[config.mk]
export PLATFORM = sky130hd
export DESIGN_NAME = polyev_step
export DESIGN_NICKNAME = d
export VERILOG_FILES = /design/src/rtl/core/polyev_pkg.sv /design/src/rtl/core/polyev_step.sv
export VERILOG_INCLUDE_DIRS = /design/src /design/src/rtl/core
export SDC_FILE = /design/constraint.sdc
export NUM_CORES = 2
export LEC_CHECK = 0
export BUFFER_PORTS_ARGS = -buffer_cell sky130_fd_sc_hd__buf_4
export CAP_MARGIN = 10
export CORE_ASPECT_RATIO = 0.75
export CORE_MARGIN = 3
export CORE_UTILIZATION = 40
export DETAILED_ROUTE_END_ITERATION = 6
export PLACE_DENSITY = 0.61
export SETUP_SLACK_MARGIN = 0.5
export SLEW_MARGIN = 20
export SYNTH_ARGS = -nofsm -noshare
export SYNTH_HDL_FRONTEND = slang
export SYNTH_SLANG_ARGS = --single-unit
[constraint.sdc]
create_clock -name clock -period 17.2 [get_ports clock]
set_input_delay 1.72 -clock clock [delete_from_list [all_inputs] [get_ports clock]]
set_output_delay 1.72 -clock clock [all_outputs]
set_load 0.005 [all_outputs]
[src/rtl/core/polynomial_evaluator_core_defines.svh]
`ifndef POLYNOMIAL_EVALUATOR_CORE_DEFINES_SVH
`define POLYNOMIAL_EVALUATOR_CORE_DEFINES_SVH

// concurrent check on the core clock, quiet while reset is high
`define POLYEV_ASSERT(label, prop, msg) \
   label: assert property (@(posedge clock) disable iff (reset) prop) \
      else $error(msg);

// a signal keeps its value in the cycle after a condition
`define POLYEV_ASSERT_HOLD(label, cond, sig, msg) \
   `POLYEV_ASSERT(label, (cond) |=> $stable(sig), msg)

`endif

[src/rtl/core/polyev_pkg.sv]
package polyev_pkg;

   localparam int X_W         = 16;
   localparam int COEF_W      = 16;
   localparam int ACC_W       = 32;
   localparam int FRAC_W      = 8;
   localparam int DEG_W       = 3;
   localparam int COEF_SLOTS  = 7;
   localparam int MAX_TERMS_DEF = 7;
   localparam int PROD_W      = ACC_W + X_W;
   localparam int SUM_W       = PROD_W - FRAC_W + 1;
   localparam int CSR_DATA_W  = 32;
   localparam int CSR_ADDR_W  = 5;
   localparam int CSR_IDX_W   = 3;

   localparam logic signed [ACC_W-1:0] ACC_MAX = {1'b0, {(ACC_W-1){1'b1}}};
   localparam logic signed [ACC_W-1:0] ACC_MIN = {1'b1, {(ACC_W-1){1'b0}}};

   typedef logic signed [COEF_W-1:0] coef_type;
   typedef coef_type [COEF_SLOTS-1:0] coef_bank_type;
   typedef logic signed [ACC_W-1:0] acc_type;
   typedef logic signed [X_W-1:0] sample_type;

   typedef struct packed {
      logic valid;
      logic clip;
   } stage_ctl_type;

   typedef enum logic [CSR_IDX_W-1:0] {
      CSR_DEGREE    = 3'd0,
      CSR_COEF_POW0 = 3'd1,
      CSR_COEF_POW1 = 3'd2,
      CSR_COEF_POW2 = 3'd3,
      CSR_COEF_POW3 = 3'd4,
      CSR_COEF_POW4 = 3'd5,
      CSR_COEF_POW5 = 3'd6,
      CSR_COEF_POW6 = 3'd7
   } csr_index_type;

   // coefficient in Q8.8 widened to the Q16.16 accumulator
   function automatic acc_type coef_to_acc(coef_type c);
      return {{(ACC_W-COEF_W-FRAC_W){c[COEF_W-1]}}, c, {FRAC_W{1'b0}}};
   endfunction

endpackage

[src/rtl/core/polyev_step.sv]
`include "polynomial_evaluator_core_defines.svh"

module polyev_step (
   input  logic                       clock,
   input  logic                       reset,
   input  logic                       en,
   input  logic                       active,
   input  polyev_pkg::coef_type       coef,
   input  polyev_pkg::stage_ctl_type  ctl_in,
   input  polyev_pkg::acc_type        acc_in,
   input  polyev_pkg::sample_type     x_in,
   output polyev_pkg::stage_ctl_type  ctl_out,
   output polyev_pkg::acc_type        acc_out,
   output polyev_pkg::sample_type     x_out
);
   import polyev_pkg::*;

   // multiply half
   stage_ctl_type             ctl_a_ff;
   acc_type                   acc_a_ff;
   sample_type                x_a_ff;
   logic signed [PROD_W-1:0]  prod_a_ff;

   // shift, add and clip half
   stage_ctl_type             ctl_b_ff;
   acc_type                   acc_b_ff;
   sample_type                x_b_ff;
   acc_type                   acc_b_in;
   logic                      clip_b_in;
   logic signed [SUM_W-1:0]   sum;
   logic                      ovf;

   always_ff @(posedge clock) begin
      if (reset) begin
         ctl_a_ff <= '0;
         ctl_b_ff <= '0;
      end else if (en) begin
         ctl_a_ff       <= ctl_in;
         ctl_b_ff.valid <= ctl_a_ff.valid;
         ctl_b_ff.clip  <= clip_b_in;
      end
   end

   always_ff @(posedge clock) begin
      if (en) begin
         acc_a_ff  <= acc_in;
         x_a_ff    <= x_in;
         prod_a_ff <= acc_in * x_in;
         acc_b_ff  <= acc_b_in;
         x_b_ff    <= x_a_ff;
      end
   end

   // floor of product / 256 plus coefficient in Q16.16, exact in SUM_W bits
   assign sum = $signed({prod_a_ff[PROD_W-1], prod_a_ff[PROD_W-1:FRAC_W]})
              + SUM_W'(coef_to_acc(coef));
   assign ovf = (sum[SUM_W-1:ACC_W-1] != {(SUM_W-ACC_W+1){1'b0}})
             && (sum[SUM_W-1:ACC_W-1] != {(SUM_W-ACC_W+1){1'b1}});

   always_comb begin
      acc_b_in  = acc_a_ff;
      clip_b_in = ctl_a_ff.clip;
      if (active) begin
         clip_b_in = ctl_a_ff.clip | ovf;
         if (ovf) begin
            acc_b_in = sum[SUM_W-1] ? ACC_MIN : ACC_MAX;
         end else begin
            acc_b_in = sum[ACC_W-1:0];
         end
      end
   end

   assign ctl_out = ctl_b_ff;
   assign acc_out = acc_b_ff;
   assign x_out   = x_b_ff;

   `POLYEV_ASSERT(a_skip_passes_acc, en && ctl_a_ff.valid && !active |=> acc_b_ff == $past(acc_a_ff), "idle step changed the accumulator")
   `POLYEV_ASSERT(a_skip_keeps_clip, en && ctl_a_ff.valid && !active |=> ctl_b_ff.clip == $past(ctl_a_ff.clip), "idle step changed the clip flag")
   `POLYEV_ASSERT(a_new_clip_is_rail, en && ctl_a_ff.valid && active && !ctl_a_ff.clip |=> !ctl_b_ff.clip || acc_b_ff == ACC_MAX || acc_b_ff == ACC_MIN, "clip flagged without a rail value")

endmodule

## Yosys cells after proc, flatten, opt, wreduce, memory -nomap -nowiden

Index checks and enable logic that the tools add are counted.

- Output and inout port bits: 50
- Bits of input ports: 70
- Bits in registers: 148
- Logic and storage cells: 19

- Muxes and demuxes: 4
- Bitwise operators: 1
- Reduce and logical (&&, ||, !) cells: 2
- Multiply operators: 1
- Equality and inequality tests: 1
- $add $sub $neg: 1

Operators by type and width:

| kind | number |
|---|---|
| $mux 32 | 3 |
| $mul 32x16->48 | 1 |
| $add 40x24->41 | 1 |
| $ne 10x10->1 const B | 1 |
| $reduce_bool 10->1 | 1 |
| $logic_and 1x1->1 | 1 |
| $mux 1 | 1 |
| $or 1x1->1 | 1 |

## Depth between registers and ports, before layout

- Depth in word-level cells: 5
- Depth in mapped cells: 24

## Worst setup path after synthesis

Ideal clock, no wire load.

- Path kind: input to register
- Start point: input port acc_in[11]
- End point: register prod_a_ff[45], data pin
- Arrival time: 7.975 ns
- Library setup time: 0.261 ns
- Data required time: 16.939 ns
- Cell stages on the path: 22
- Path buffers: 1
- Slack: 8.964 ns
- Path through: clkbuf_1 -> nand2_1 -> fa_1 -> fa_1 -> fa_1 -> inv_1 -> fa_1 -> fa_1 -> inv_1 -> fa_1 -> inv_1 -> ha_1 -> and4_1 -> nor2b_1 -> o31a_1 -> or3_1 -> o32a_1 -> a41oi_2 -> a2111oi_1 -> o311ai_1 -> a21oi_1 -> o32a_1

- Cells in the longest elaborated chain, start to end: 1

RTL lines:

| element | RTL line | RTL |
|---|---|---|
| start: declaration | polyev_step.sv:10 | `input polyev_pkg::acc_type acc_in,` |
| $mul 32x16->48 | polyev_step.sv:48 | `prod_a_ff <= acc_in * x_in;` |
| end signal: assignment | polyev_step.sv:48 |  |
| end: declaration | polyev_step.sv:22 | `logic signed [PROD_W-1:0] prod_a_ff;` |

No other way between the ends.
A chain may end at the register's enable or synchronous reset.

## Worst setup path after layout

- Start point: input port x_in[15]
- End point: register prod_a_ff[45], data pin

- Cells in the longest elaborated chain, start to end: 1

RTL lines:

| element | RTL line | RTL |
|---|---|---|
| start: declaration | polyev_step.sv:11 | `input polyev_pkg::sample_type x_in,` |
| $mul 32x16->48 | polyev_step.sv:48 |  |

No other way between the ends.

==> run summary <==
Net count, final -> 3,239
Vias in the first global route -> 18,600
Startpoint Class -> input pin
Mapped cell area -> 24,100 sq um
Detail Route Antenna Nets -> 0
Worst r2r path cells -> 13
Starting Density -> 40.7%
Max cap viols -> 0
Critical hold path startpoint -> x_a_ff[12]$_DFFE_PP_
Share of layout cells above drive strength 1 -> 6.74%
Area of the multi-input gates -> 17,400 sq um
DR DRC count -> 0
Worst Skew -> 0.0101 ns
FP Rows -> 77
Synthesized flop and latch total -> 140
Total I/O pin count -> 120
Cts repair resizes -> 0
Worst r2r src -> prod_a_ff[16]$_DFFE_PP_
WHS Path Cells -> 0
Routed Wire Length -> 65,800 microns
Hold Vio Cnt, Final -> 0
Commonest cells in the synthesized netlist -> 562 x inv_1, 486 x fa_1, 320 x nand2_1
CP required -> 17.39 ns
Pre-Repair DR Iteration Count -> 5
Crit share post-route -> 49.4%
Area delta synth->final -> 8.80%
CTS sink cnt -> 140
Mean area per synthesized cell -> 9.63 sq um
EDFF count, synth -> 136
Max-slew headroom -> 37.0%
Vias/cell -> 5.19
Syn_nets -> 3,206
WP data arrival -> 8.68 ns
Status -> finished clean
Peak Freq -> 0.118 GHz
Total number of vias -> 17,400
Cell with the most instances after synthesis -> inv_1
Htree depth -> 4
Total gr overflow -> 0
Top_reg_cell synth -> edfxtp_1
Total die area -> 63,300 sq um
Die height -> 219 microns
Unrepaired setup endpoints after global routing -> false
Worst-Margin Slew -> 0.939 ns
GRT Util Overall -> 21.9%
Fill cells -> 5,611
Hold buffers post-CTS -> 0
Clk_lat worst skew -> 0.44 ns
# setup viols final -> 0
Post-Syn Instances -> 2,507
Setup crit end kind -> register
Die W -> 290 microns
Per-cell routed wire length -> 19.7 microns
Critical Path Fanout Max -> 29
Min-delay worst type -> reg2reg
Fraction of registers with async set/reset -> 0%
Critical R2R Capture -> acc_out[8]$_DFFE_PP_
Synth area leader -> fa_1
Setup bufs post-CTS -> 0
CTS tree -> built
Critical Setup Path Class -> in2reg
Total CTS buffers -> 17
PortBufs -> 119
Setup Total Neg Slack -> 0 ns
R2r setup slk -> 12.72 ns
Area taken by flip-flops and latches -> 4160 sq um
Routability-driven placement congestion ratio -> 0.899
DP Wirelength -> 50,200 microns
Global-route wire length before repair -> 106,000 microns
Yosys warnings -> 0
Root Buffer -> clkbuf_16
Clock Pin Slew Worst Setup and Hold Paths -> 0.06 ns
Max-slew violations -> 0
Post-synth top area share -> 40.3%
DRT iter0 DRCs -> 1,581
Largest net degree at the start of global routing -> 88
Register area share after synthesis -> 17.3%
Main area contributors after synthesis -> fa_1 40%, edfxtp_1 17%, inv_1 8.7%, ha_1 7.4%, and2_1 5.4%
Crit path time final -> 8.50 ns
Worst-case clock buffer depth -> 2
Count of cell types in the netlist -> 71
Initial antenna violation count -> 5
Hold EP -> x_out[12]$_DFFE_PP_
Core Region -> 59,300 sq um
[critical path: stages]
cell and delay, ns:
buf_4 0.17, inv_1 0.06, buf_4 0.40, nor2_1 0.12
fa_1 0.54, fa_1 0.45, fa_1 0.57, fa_1 0.45
fa_1 0.49, inv_1 0.05, fa_1 0.58, inv_1 0.07
ha_1 0.34, and4_1 0.24, nand3_1 0.09, a21oi_1 0.06
or3_1 0.47, o32a_1 0.45, a41oi_2 0.29, a2111oi_1 0.17
o311ai_1 0.39, a21oi_1 0.16, o32a_1 0.31
[area by class of cell]
cell class / instances / share of cell area, %
diodes: 3 / 0.0286
clock buffers: 18 / 1.63
clock inverters: 14 / 0.791
inverters: 562 / 8.03
multi-input cells: 1698 / 66.4
flip-flops and latches: 140 / 15.9
well taps: 790 / 3.76
repair buffers: 121 / 3.47
[worst max path at each step]
stage,start,end,depth (start not counted)
global placement,x_in[1],prod_a_ff[45]$_DFFE_PP_,22
CTS,x_in[1],prod_a_ff[45]$_DFFE_PP_,22
floorplan,acc_in[11],prod_a_ff[45]$_DFFE_PP_,22
detailed placement,x_in[1],prod_a_ff[45]$_DFFE_PP_,22
global route,x_in[1],prod_a_ff[45]$_DFFE_PP_,22
finish,x_in[15],prod_a_ff[45]$_DFFE_PP_,23
[cell families after synthesis]
family          Yosys count  share of synthesized area (%)
simple gates            742                           14.6
buf+inv                 669                           10.5
xor+xnor                 60                           2.18
mux                       4                          0.166
flops                   140                           17.3
fa+ha+maj               629                           47.7
compound gates          263                           7.56
[layer usage]
layer | GRT usage (%) | vias up | wire length [microns]
met1 | 33.0 | 8787 | 30700
met4 | 4.09 | 4 | 706
met5 | 0 | - | 23
li1 | - | 7766 | -
met3 | 4.68 | 58 | 6500
met2 | 32.6 | 735 | 27900
[metrics by stage]
stage,setup slack (ns),instance area [sq um],hold slack [ns],util [%],instances
2_1_floorplan,8.96,24100,0.400,-,2507
3_3_place_gp,8.38,25600,0.401,43.2,3311
3_5_place_dp,8.26,25600,0.405,43.2,3311
4_1_cts,8.73,26200,0.419,44.2,3343
5_1_grt,8.44,26300,0.424,44.2,3345
6_report,8.70,26300,0.420,44.2,3346
[flip-flops by register name, summed over array words and instances (netlist names)]
name	flops
ctl_out	2
prod_a_ff	40
acc_out	32
x_out	16
ctl_a_ff	2
x_a_ff	16
acc_a_ff	32
[placed cells by master (no fill, tap or decap), drive strengths merged, types with 6 or more instances in the layout]
| cell type | synthesis | routed |
|---|---|---|
| a2111oi | 10 | 10 |
| a211o | 7 | 7 |
| a211oi | 12 | 12 |
| a21o | 21 | 21 |
| a21oi | 57 | 57 |
| a31oi | 6 | 6 |
| and2 | 208 | 208 |
| and3 | 6 | 6 |
| buf | 7 | 121 |
| clkbuf | 100 | 18 |
| edfxtp | 136 | 136 |
| fa | 486 | 486 |
| ha | 143 | 143 |
| inv | 562 | 567 |
| nand2 | 320 | 320 |
| nand2b | 13 | 13 |
| nand3 | 26 | 26 |
| nand4 | 10 | 10 |
| nor2 | 110 | 110 |
| nor2b | 9 | 9 |
| nor3 | 20 | 20 |
| o211ai | 10 | 10 |
| o21a | 10 | 10 |
| o21ai | 55 | 55 |
| o22ai | 31 | 31 |
| or3 | 9 | 9 |
| xnor2 | 44 | 44 |
| xor2 | 16 | 16 |
Power is not shown: default switching activity piles up to over one toggle a cycle in this logic, so the estimate is an artifact.
