$ cat src/rtl/core/polynomial_evaluator_core_defines.svh
`ifndef POLYNOMIAL_EVALUATOR_CORE_DEFINES_SVH
`define POLYNOMIAL_EVALUATOR_CORE_DEFINES_SVH

// concurrent check on the core clock, quiet while reset is high
`define POLYEV_ASSERT(label, prop, msg) \
   label: assert property (@(posedge clock) disable iff (reset) prop) \
      else $error(msg);

// a signal keeps its value in the cycle after a condition
`define POLYEV_ASSERT_HOLD(label, cond, sig, msg) \
   `POLYEV_ASSERT(label, (cond) |=> $stable(sig), msg)

`endif

$ cat src/rtl/core/polyev_pkg.sv
package polyev_pkg;

   localparam int X_W         = 16;
   localparam int COEF_W      = 16;
   localparam int ACC_W       = 32;
   localparam int FRAC_W      = 8;
   localparam int DEG_W       = 3;
   localparam int COEF_SLOTS  = 7;
   localparam int MAX_TERMS_DEF = 7;
   localparam int PROD_W      = ACC_W + X_W;
   localparam int SUM_W       = PROD_W - FRAC_W + 1;
   localparam int CSR_DATA_W  = 32;
   localparam int CSR_ADDR_W  = 5;
   localparam int CSR_IDX_W   = 3;

   localparam logic signed [ACC_W-1:0] ACC_MAX = {1'b0, {(ACC_W-1){1'b1}}};
   localparam logic signed [ACC_W-1:0] ACC_MIN = {1'b1, {(ACC_W-1){1'b0}}};

   typedef logic signed [COEF_W-1:0] coef_type;
   typedef coef_type [COEF_SLOTS-1:0] coef_bank_type;
   typedef logic signed [ACC_W-1:0] acc_type;
   typedef logic signed [X_W-1:0] sample_type;

   typedef struct packed {
      logic valid;
      logic clip;
   } stage_ctl_type;

   typedef enum logic [CSR_IDX_W-1:0] {
      CSR_DEGREE    = 3'd0,
      CSR_COEF_POW0 = 3'd1,
      CSR_COEF_POW1 = 3'd2,
      CSR_COEF_POW2 = 3'd3,
      CSR_COEF_POW3 = 3'd4,
      CSR_COEF_POW4 = 3'd5,
      CSR_COEF_POW5 = 3'd6,
      CSR_COEF_POW6 = 3'd7
   } csr_index_type;

   // coefficient in Q8.8 widened to the Q16.16 accumulator
   function automatic acc_type coef_to_acc(coef_type c);
      return {{(ACC_W-COEF_W-FRAC_W){c[COEF_W-1]}}, c, {FRAC_W{1'b0}}};
   endfunction

endpackage

$ cat src/rtl/core/polyev_csr.sv
module polyev_csr (
   input  logic                                  clock,
   input  logic                                  reset,
   input  logic                                  psel,
   input  logic                                  penable,
   input  logic                                  pwrite,
   input  logic [polyev_pkg::CSR_ADDR_W-1:0]     paddr,
   input  logic [polyev_pkg::CSR_DATA_W-1:0]     pwdata,
   output logic [polyev_pkg::CSR_DATA_W-1:0]     prdata,
   output logic                                  pready,
   output logic [polyev_pkg::DEG_W-1:0]          degree,
   output polyev_pkg::coef_bank_type             coefs
);
   import polyev_pkg::*;

   logic [DEG_W-1:0]     degree_ff;
   coef_bank_type        coef_ff;
   logic                 wr_en;
   logic [CSR_IDX_W-1:0] idx;
   logic [CSR_IDX_W-1:0] slot;

   assign pready = 1'b1;
   assign wr_en  = psel & penable & pwrite;
   assign idx    = paddr[CSR_ADDR_W-1:2];
   assign slot   = idx - CSR_IDX_W'(CSR_COEF_POW0);

   always_ff @(posedge clock) begin
      if (reset) begin
         degree_ff <= '0;
         coef_ff   <= '0;
      end else if (wr_en) begin
         case (idx) inside
            CSR_DEGREE: begin
               degree_ff <= pwdata[DEG_W-1:0];
            end
            [CSR_COEF_POW0:CSR_COEF_POW6]: begin
               coef_ff[slot] <= pwdata[COEF_W-1:0];
            end
            default: begin
            end
         endcase
      end
   end

   always_comb begin
      prdata = '0;
      case (idx) inside
         CSR_DEGREE: begin
            prdata = CSR_DATA_W'(degree_ff);
         end
         [CSR_COEF_POW0:CSR_COEF_POW6]: begin
            prdata = CSR_DATA_W'($unsigned(coef_ff[slot]));
         end
         default: begin
            prdata = '0;
         end
      endcase
   end

   assign degree = degree_ff;
   assign coefs  = coef_ff;

endmodule

$ cat config.mk
export PLATFORM = sky130hd
export DESIGN_NAME = polyev_csr
export DESIGN_NICKNAME = d
export VERILOG_FILES = /design/src/rtl/core/polynomial_evaluator_core_defines.svh /design/src/rtl/core/polyev_pkg.sv /design/src/rtl/core/polyev_csr.sv
export SDC_FILE = /design/constraint.sdc
export NUM_CORES = 1
export LEC_CHECK = 0
export ABC_AREA = 1
export BUFFER_PORTS_ARGS = -buffer_cell sky130_fd_sc_hd__buf_2
export CAP_MARGIN = 10
export CELL_PAD_IN_SITES_DETAIL_PLACEMENT = 1
export CELL_PAD_IN_SITES_GLOBAL_PLACEMENT = 2
export CORE_MARGIN = 8
export CORE_UTILIZATION = 27
export CTS_BUF_LIST = sky130_fd_sc_hd__clkbuf_8
export DETAILED_ROUTE_END_ITERATION = 12
export GPL_TIMING_DRIVEN = 0
export HOLD_SLACK_MARGIN = 0.05
export PLACE_DENSITY = 0.84
export SLEW_MARGIN = 20
export SYNTH_ARGS = -nofsm -noshare
export SYNTH_HDL_FRONTEND = slang
export SYNTH_SLANG_ARGS = --single-unit
$ cat constraint.sdc
create_clock -name clock -period 3.47 [get_ports clock]
set_clock_uncertainty 0.1 [all_clocks]
set_input_delay 0.694 -clock clock [delete_from_list [all_inputs] [get_ports clock]]
set_output_delay 0.694 -clock clock [all_outputs]
set_load 0.01 [all_outputs]
-- Word level (Yosys, flattened, before mapping)
Cells that the tools add are included.
- flip-flop bits (word level): 115
- latch bits: 0
- memory bits (writable): 0
- ROM bits: 0
- output and inout port bits: 148
- word-level logic and storage cells: 28
- memories kept: 0
- add/subtract/negate cells: 1
- multiply operators: 0
- div/mod/pow operators: 0
- magnitude comparators: 4
- equality and inequality tests: 0
- shift operators: 0
- mux-type cells: 7
- bitwise gates (word level): 3
- reduce and logical (&&, ||, !) cells: 5
- operators by type and width (operator ; number):
    bitwise mux 112 bit ; 1
    2-to-1 mux 16 bit ; 4
    binary-select mux 16 bit (select 3 bit) ; 1
    demux 16 bit (select 3 bit) ; 1
    greater-or-equal comparator 3 x 1 -> 1 bit, second input constant ; 2
    < comparator 3 x 4 -> 1 bit, second input constant ; 1
    less-or-equal comparator 3 bit, second input constant ; 1
    logical NOT 3 bit ; 1
    AND reduction 3 bit ; 1
    subtractor 3 x 1 -> 3 bit, second input constant ; 1
    bitwise AND 1 bit ; 2
    logical AND 1 bit ; 2
    AND reduction 2 bit ; 1
    NOT 1 bit ; 1

-- Logic depth before layout (Yosys ltp)
- word-level depth: 6
- gate-level depth with buffers: 13

-- Least setup slack after synthesis
No wires, ideal clock.
- kind: input port to output port
- start: input paddr[2] (netlist name)
- end: output prdata[0] (netlist name)
- arrival time: 2.472 ns
- setup slack: 0.204 ns
- stages on the path: 13
- path buffers: 5
- cell sequence: buf_4 inv_2 buf_2 buf_2 ha_1 inv_1 buf_2 nand3_1 inv_1 clkbuf_1 o21ai_0 nand3_1 nand2_1
- word-level cells in the longest chain between the ends: 5
- RTL lines (element ; RTL line ; RTL):
    start: declaration ; polyev_csr.sv:7 ; input logic [polyev_pkg::CSR_ADDR_W-1:0] paddr,
    subtractor 3 x 1 -> 3 bit ; polyev_csr.sv:25 ; assign slot = idx - CSR_IDX_W'(CSR_COEF_POW0);
    binary-select mux 16 bit (select 3 bit) ; polyev_csr.sv:52 ; prdata = CSR_DATA_W'($unsigned(coef_ff[slot]));
    2-to-1 mux 16 bit (not written as such) ; polyev_csr.sv:52 ;
    2-to-1 mux 16 bit ; polyev_csr.sv:47 ; case (idx) inside
    2-to-1 mux 16 bit * ; polyev_csr.sv:47 ;
    end: declaration ; polyev_csr.sv:9 ; output logic [polyev_pkg::CSR_DATA_W-1:0] prdata,
Mark *: on every way between the ends. The rest lies on a longest branch, timed or not. The select of a mux whose other input is x is not followed.

-- Final worst setup path
- start: input paddr[2] (netlist name)
- end: output prdata[3] (netlist name)
Same word-level chain as after synthesis.

==> results.sh <==
export IMPL_drive_above_1_share_pct=26.47
export IMPL_cp_arrival_ns=2.60
export IMPL_cp_max_fo=11
export IMPL_grt_pass1_vias=6940
export IMPL_yosysSeqAreaShare_pct=37.71
export IMPL_gp_congestion=0.8706
export IMPL_async_flop_share_pct=0
export IMPL_post_route_period_util_pct=97.91
export IMPL_ant_nets=0
export IMPL_start_util_pct=27.21
export IMPL_yosysUniqueCellTypes=21
export IMPL_synth_compound_area_share_pct=3.607
export IMPL_track_usage_pct=19.04
export IMPL_syn_area_sq_um=6105
export IMPL_synthMuxAreaShare_pct=0
export IMPL_synth_area_top_cells="dfxtp_1 38%, nor2_1 21%, nand3_1 12%"
export IMPL_final_cells=1475
export IMPL_clock_latency_ns=0.43
export IMPL_design_area_sq_um=8046
export IMPL_first_iter_violations=340
export IMPL_hold_viol_final=0
export IMPL_area_growth_pct=31.81
export IMPL_worst_pin_slew_ns=0.6650
export IMPL_max_clock_path_buffers=2
export IMPL_synth_top_area_cell="dfxtp_1"
export IMPL_vias=6917
export IMPL_place_area_sq_um=7288
export IMPL_path_cells="buf_2, buf_8, inv_2, buf_8, buf_12, ha_4, inv_2, buf_6, nand3_4, inv_2, clkbuf_8, o21ai_2, nand3_1, nor2_2, buf_2"
export IMPL_hold_depth=2
export IMPL_cpMostUsedCell="inv_2"
export IMPL_yosys_top_cells_count="334 x nor2_1, 179 x nand2_1, 150 x nand3_1, 115 x dfxtp_1, 47 x inv_1"
export IMPL_setup_worst_path_start="paddr[2]"
export IMPL_fmax_mhz=294.3
export IMPL_power_density_nw_per_um2=408.3
export IMPL_finalPower_mw=3.285
export IMPL_synth_top_family_by_area="simple AND/OR/NAND/NOR gates"
export IMPL_relSlewSlack_pct=55.67
export IMPL_die_h_microns=166.4
export IMPL_max_stage_delay_ns=0.27
export IMPL_p_sw_mw=1.020
export IMPL_cts_made_buffers=17
export IMPL_r2r_cells=2
export IMPL_routedWlPerCell_microns=18.38
export IMPL_setup_tns_ns=0
export IMPL_cp_slowest_cell="ha_4"
export IMPL_slew_violations=0
export IMPL_cp_required_ns=2.68
export IMPL_dp_cells=1430
export IMPL_cts_tree="done"
export IMPL_synth_area_per_cell_sq_um=6.255
export IMPL_hold_buffers=0
export IMPL_start_kind="primary input"
export IMPL_grt_pass1_wl_microns=40880
export IMPL_cts_htree_levels=4
export IMPL_ff2ff_setup_slack_ns=2.68
export IMPL_cp_end_kind="primary output"
export IMPL_critPathKind="primary input to primary output"
export IMPL_die_area_sq_um=27680
export IMPL_io_buffers=154
export IMPL_combPwrFrac_pct=18.6
export IMPL_clkPwrFrac_pct=40.4
export IMPL_coreArea_sq_um=22430
export IMPL_clk_pin_slew_ns=0.07
export IMPL_setup_viol=0
export IMPL_seq_power_share_pct=41.0
export IMPL_drc=0
export IMPL_drt_pass1_iter_count=5
export IMPL_root_buffer="clkbuf_8"
export IMPL_reg2reg_from="coefs[83]"
export IMPL_ys_warn_count=0
export IMPL_viasPerCell=4.689
export IMPL_intPower_mw=2.265
export IMPL_fp_row_count=55
export IMPL_antenna_found_initial=0
export IMPL_clock_sinks=115
export IMPL_synth_top_cell_area_share_pct=37.71
export IMPL_totalWireLength_microns=27110
export IMPL_timing_max_cap_violations=0
export IMPL_place_hpwl_microns=21350
export IMPL_min_period_ns=3.398
export IMPL_crit_end="prdata[3]"
export IMPL_status="completed"
export IMPL_synthCells=976
export IMPL_hold_class="flop to flop"
export IMPL_leakagePower_nw=3.926
export IMPL_ir_drop_v=0.0001982
export IMPL_synthFlopType="dfxtp_1"
export IMPL_synth_xor_area_share_pct=0
export IMPL_swShare_pct=31.06
export IMPL_layout_nets=1223
export IMPL_grt_max_degree=17
export IMPL_synth_simple_gate_area_share_pct=46.98
export IMPL_overflow=0
export IMPL_ys_seq_elements=115
export IMPL_synth_edf_count=0
export IMPL_die_w_microns=166.4
export IMPL_diodes=0
export IMPL_final_util_pct=35.87
export IMPL_pin_count=190
export IMPL_worstReg2RegEnd="coefs[83]"
export IMPL_synth_adder_area_share_pct=0.8198
export IMPL_yosysMostFrequentCell="nor2_1"
[logic make-up after synthesis]
| group | Yosys count |
|---|---|
| AOI/OAI and AO/OA | 44 |
| adders and majority gates | 4 |
| buffers and inverters | 126 |
| DFF | 115 |
| other | 2 |
| and+or+nand+nor | 685 |
[worst min-delay path by stage]
stage                            to      start  slack, ns
after floorplan           coefs[81]  coefs[81]       0.41
after global placement    coefs[65]  coefs[65]       0.38
after detailed placement  coefs[65]  coefs[65]       0.39
after CTS                 coefs[65]  coefs[65]       0.40
after global routing      coefs[62]  coefs[62]       0.42
final                     coefs[65]  coefs[65]       0.39
[state kept, by name, summed over array words and instances, names as in the netlist]
name / cells
degree: 3
coefs: 112
[final cells by class]
class | instances | area [sq um]
Fill cell | 2956 | 14390
Multi-Input combinational cell | 750 | 3339
Sequential cell | 115 | 2302
Timing Repair Buffer | 167 | 887.1
Buffer | 75 | 560.5
Tap cell | 285 | 356.6
Clock buffer | 18 | 247.7
Inverter | 51 | 191.4
Clock inverter | 14 | 161.4
[layer usage]
metal / global-route usage [%] / share of wire [%] / vias to the layer above
met1: 24.12 / 46 / 3263
met4: 6.110 / 2.0 / 0
met5: 0 / 0 / -
met2: 31.41 / 46 / 204
li1: - / - / 3419
met3: 4.445 / 6.1 / 31
[cells in the final DEF (no fill, tap or decap), types with 2 or more instances in the layout]
| cell | synthesis | routed |
|---|---|---|
| nand2_2 | 3 | 5 |
| nor2_1 | 334 | 329 |
| buf_1 | 9 | 7 |
| ha_1 | 4 | 2 |
| nand2_1 | 179 | 177 |
| nand3_4 | 1 | 5 |
| buf_4 | 28 | 39 |
| inv_1 | 47 | 42 |
| nor2_2 | 8 | 11 |
| o21ai_1 | 0 | 2 |
| dfxtp_1 | 115 | 115 |
| conb_1 | 2 | 17 |
| a21oi_1 | 8 | 8 |
| o21ai_2 | 0 | 9 |
| buf_8 | 0 | 3 |
| inv_2 | 4 | 9 |
| buf_12 | 0 | 2 |
| clkbuf_8 | 0 | 21 |
| nand3_2 | 2 | 2 |
| clkinv_2 | 0 | 6 |
| clkinv_4 | 0 | 2 |
| clkinvlp_4 | 0 | 2 |
| o21ai_0 | 36 | 24 |
| nand3_1 | 150 | 146 |
| clkbuf_2 | 0 | 3 |
| buf_6 | 7 | 11 |
| clkbuf_1 | 10 | 6 |
| bufinv_16 | 0 | 3 |
| nor2_4 | 7 | 9 |
| buf_2 | 21 | 168 |
[worst max-delay path, delay by kind of cell]
kind,cells,cell delay (ns)
buffers and inverters,10,1.11
AOI/OAI and AO/OA,1,0.09
and+or+nand+nor,3,0.41
adders and majority gates,1,0.27
[metrics by stage]
step | setup slack (ns) | hold slack (ns)
6_report | 0.07249 | 0.3932
5_1_grt | -0.01134 | 0.4180
4_1_cts | 0.03603 | 0.3984
3_5_place_dp | -1.243 | 0.3889
3_3_place_gp | -1.280 | 0.3834
2_1_floorplan | 0.2038 | 0.4150
[power groups by stage]
stage	combinational (mW)	clock (mW)	sequential, mW
after floorplan	0.323	0	1.38
final	0.611	1.33	1.35
after global placement	0.535	0	1.38
after CTS	0.590	1.35	1.35
after detailed placement	0.539	0	1.38
after global routing	0.667	1.41	1.35
[what timing repair did]
item                                    4_1_cts  5_1_grt
endpoints found under the setup margin       16       16
pin swaps                                     5        8
gates resized for setup                      68       12
cloned                                        1        0
buffers inserted                              3        9
Power figures use the tool's default switching activity.
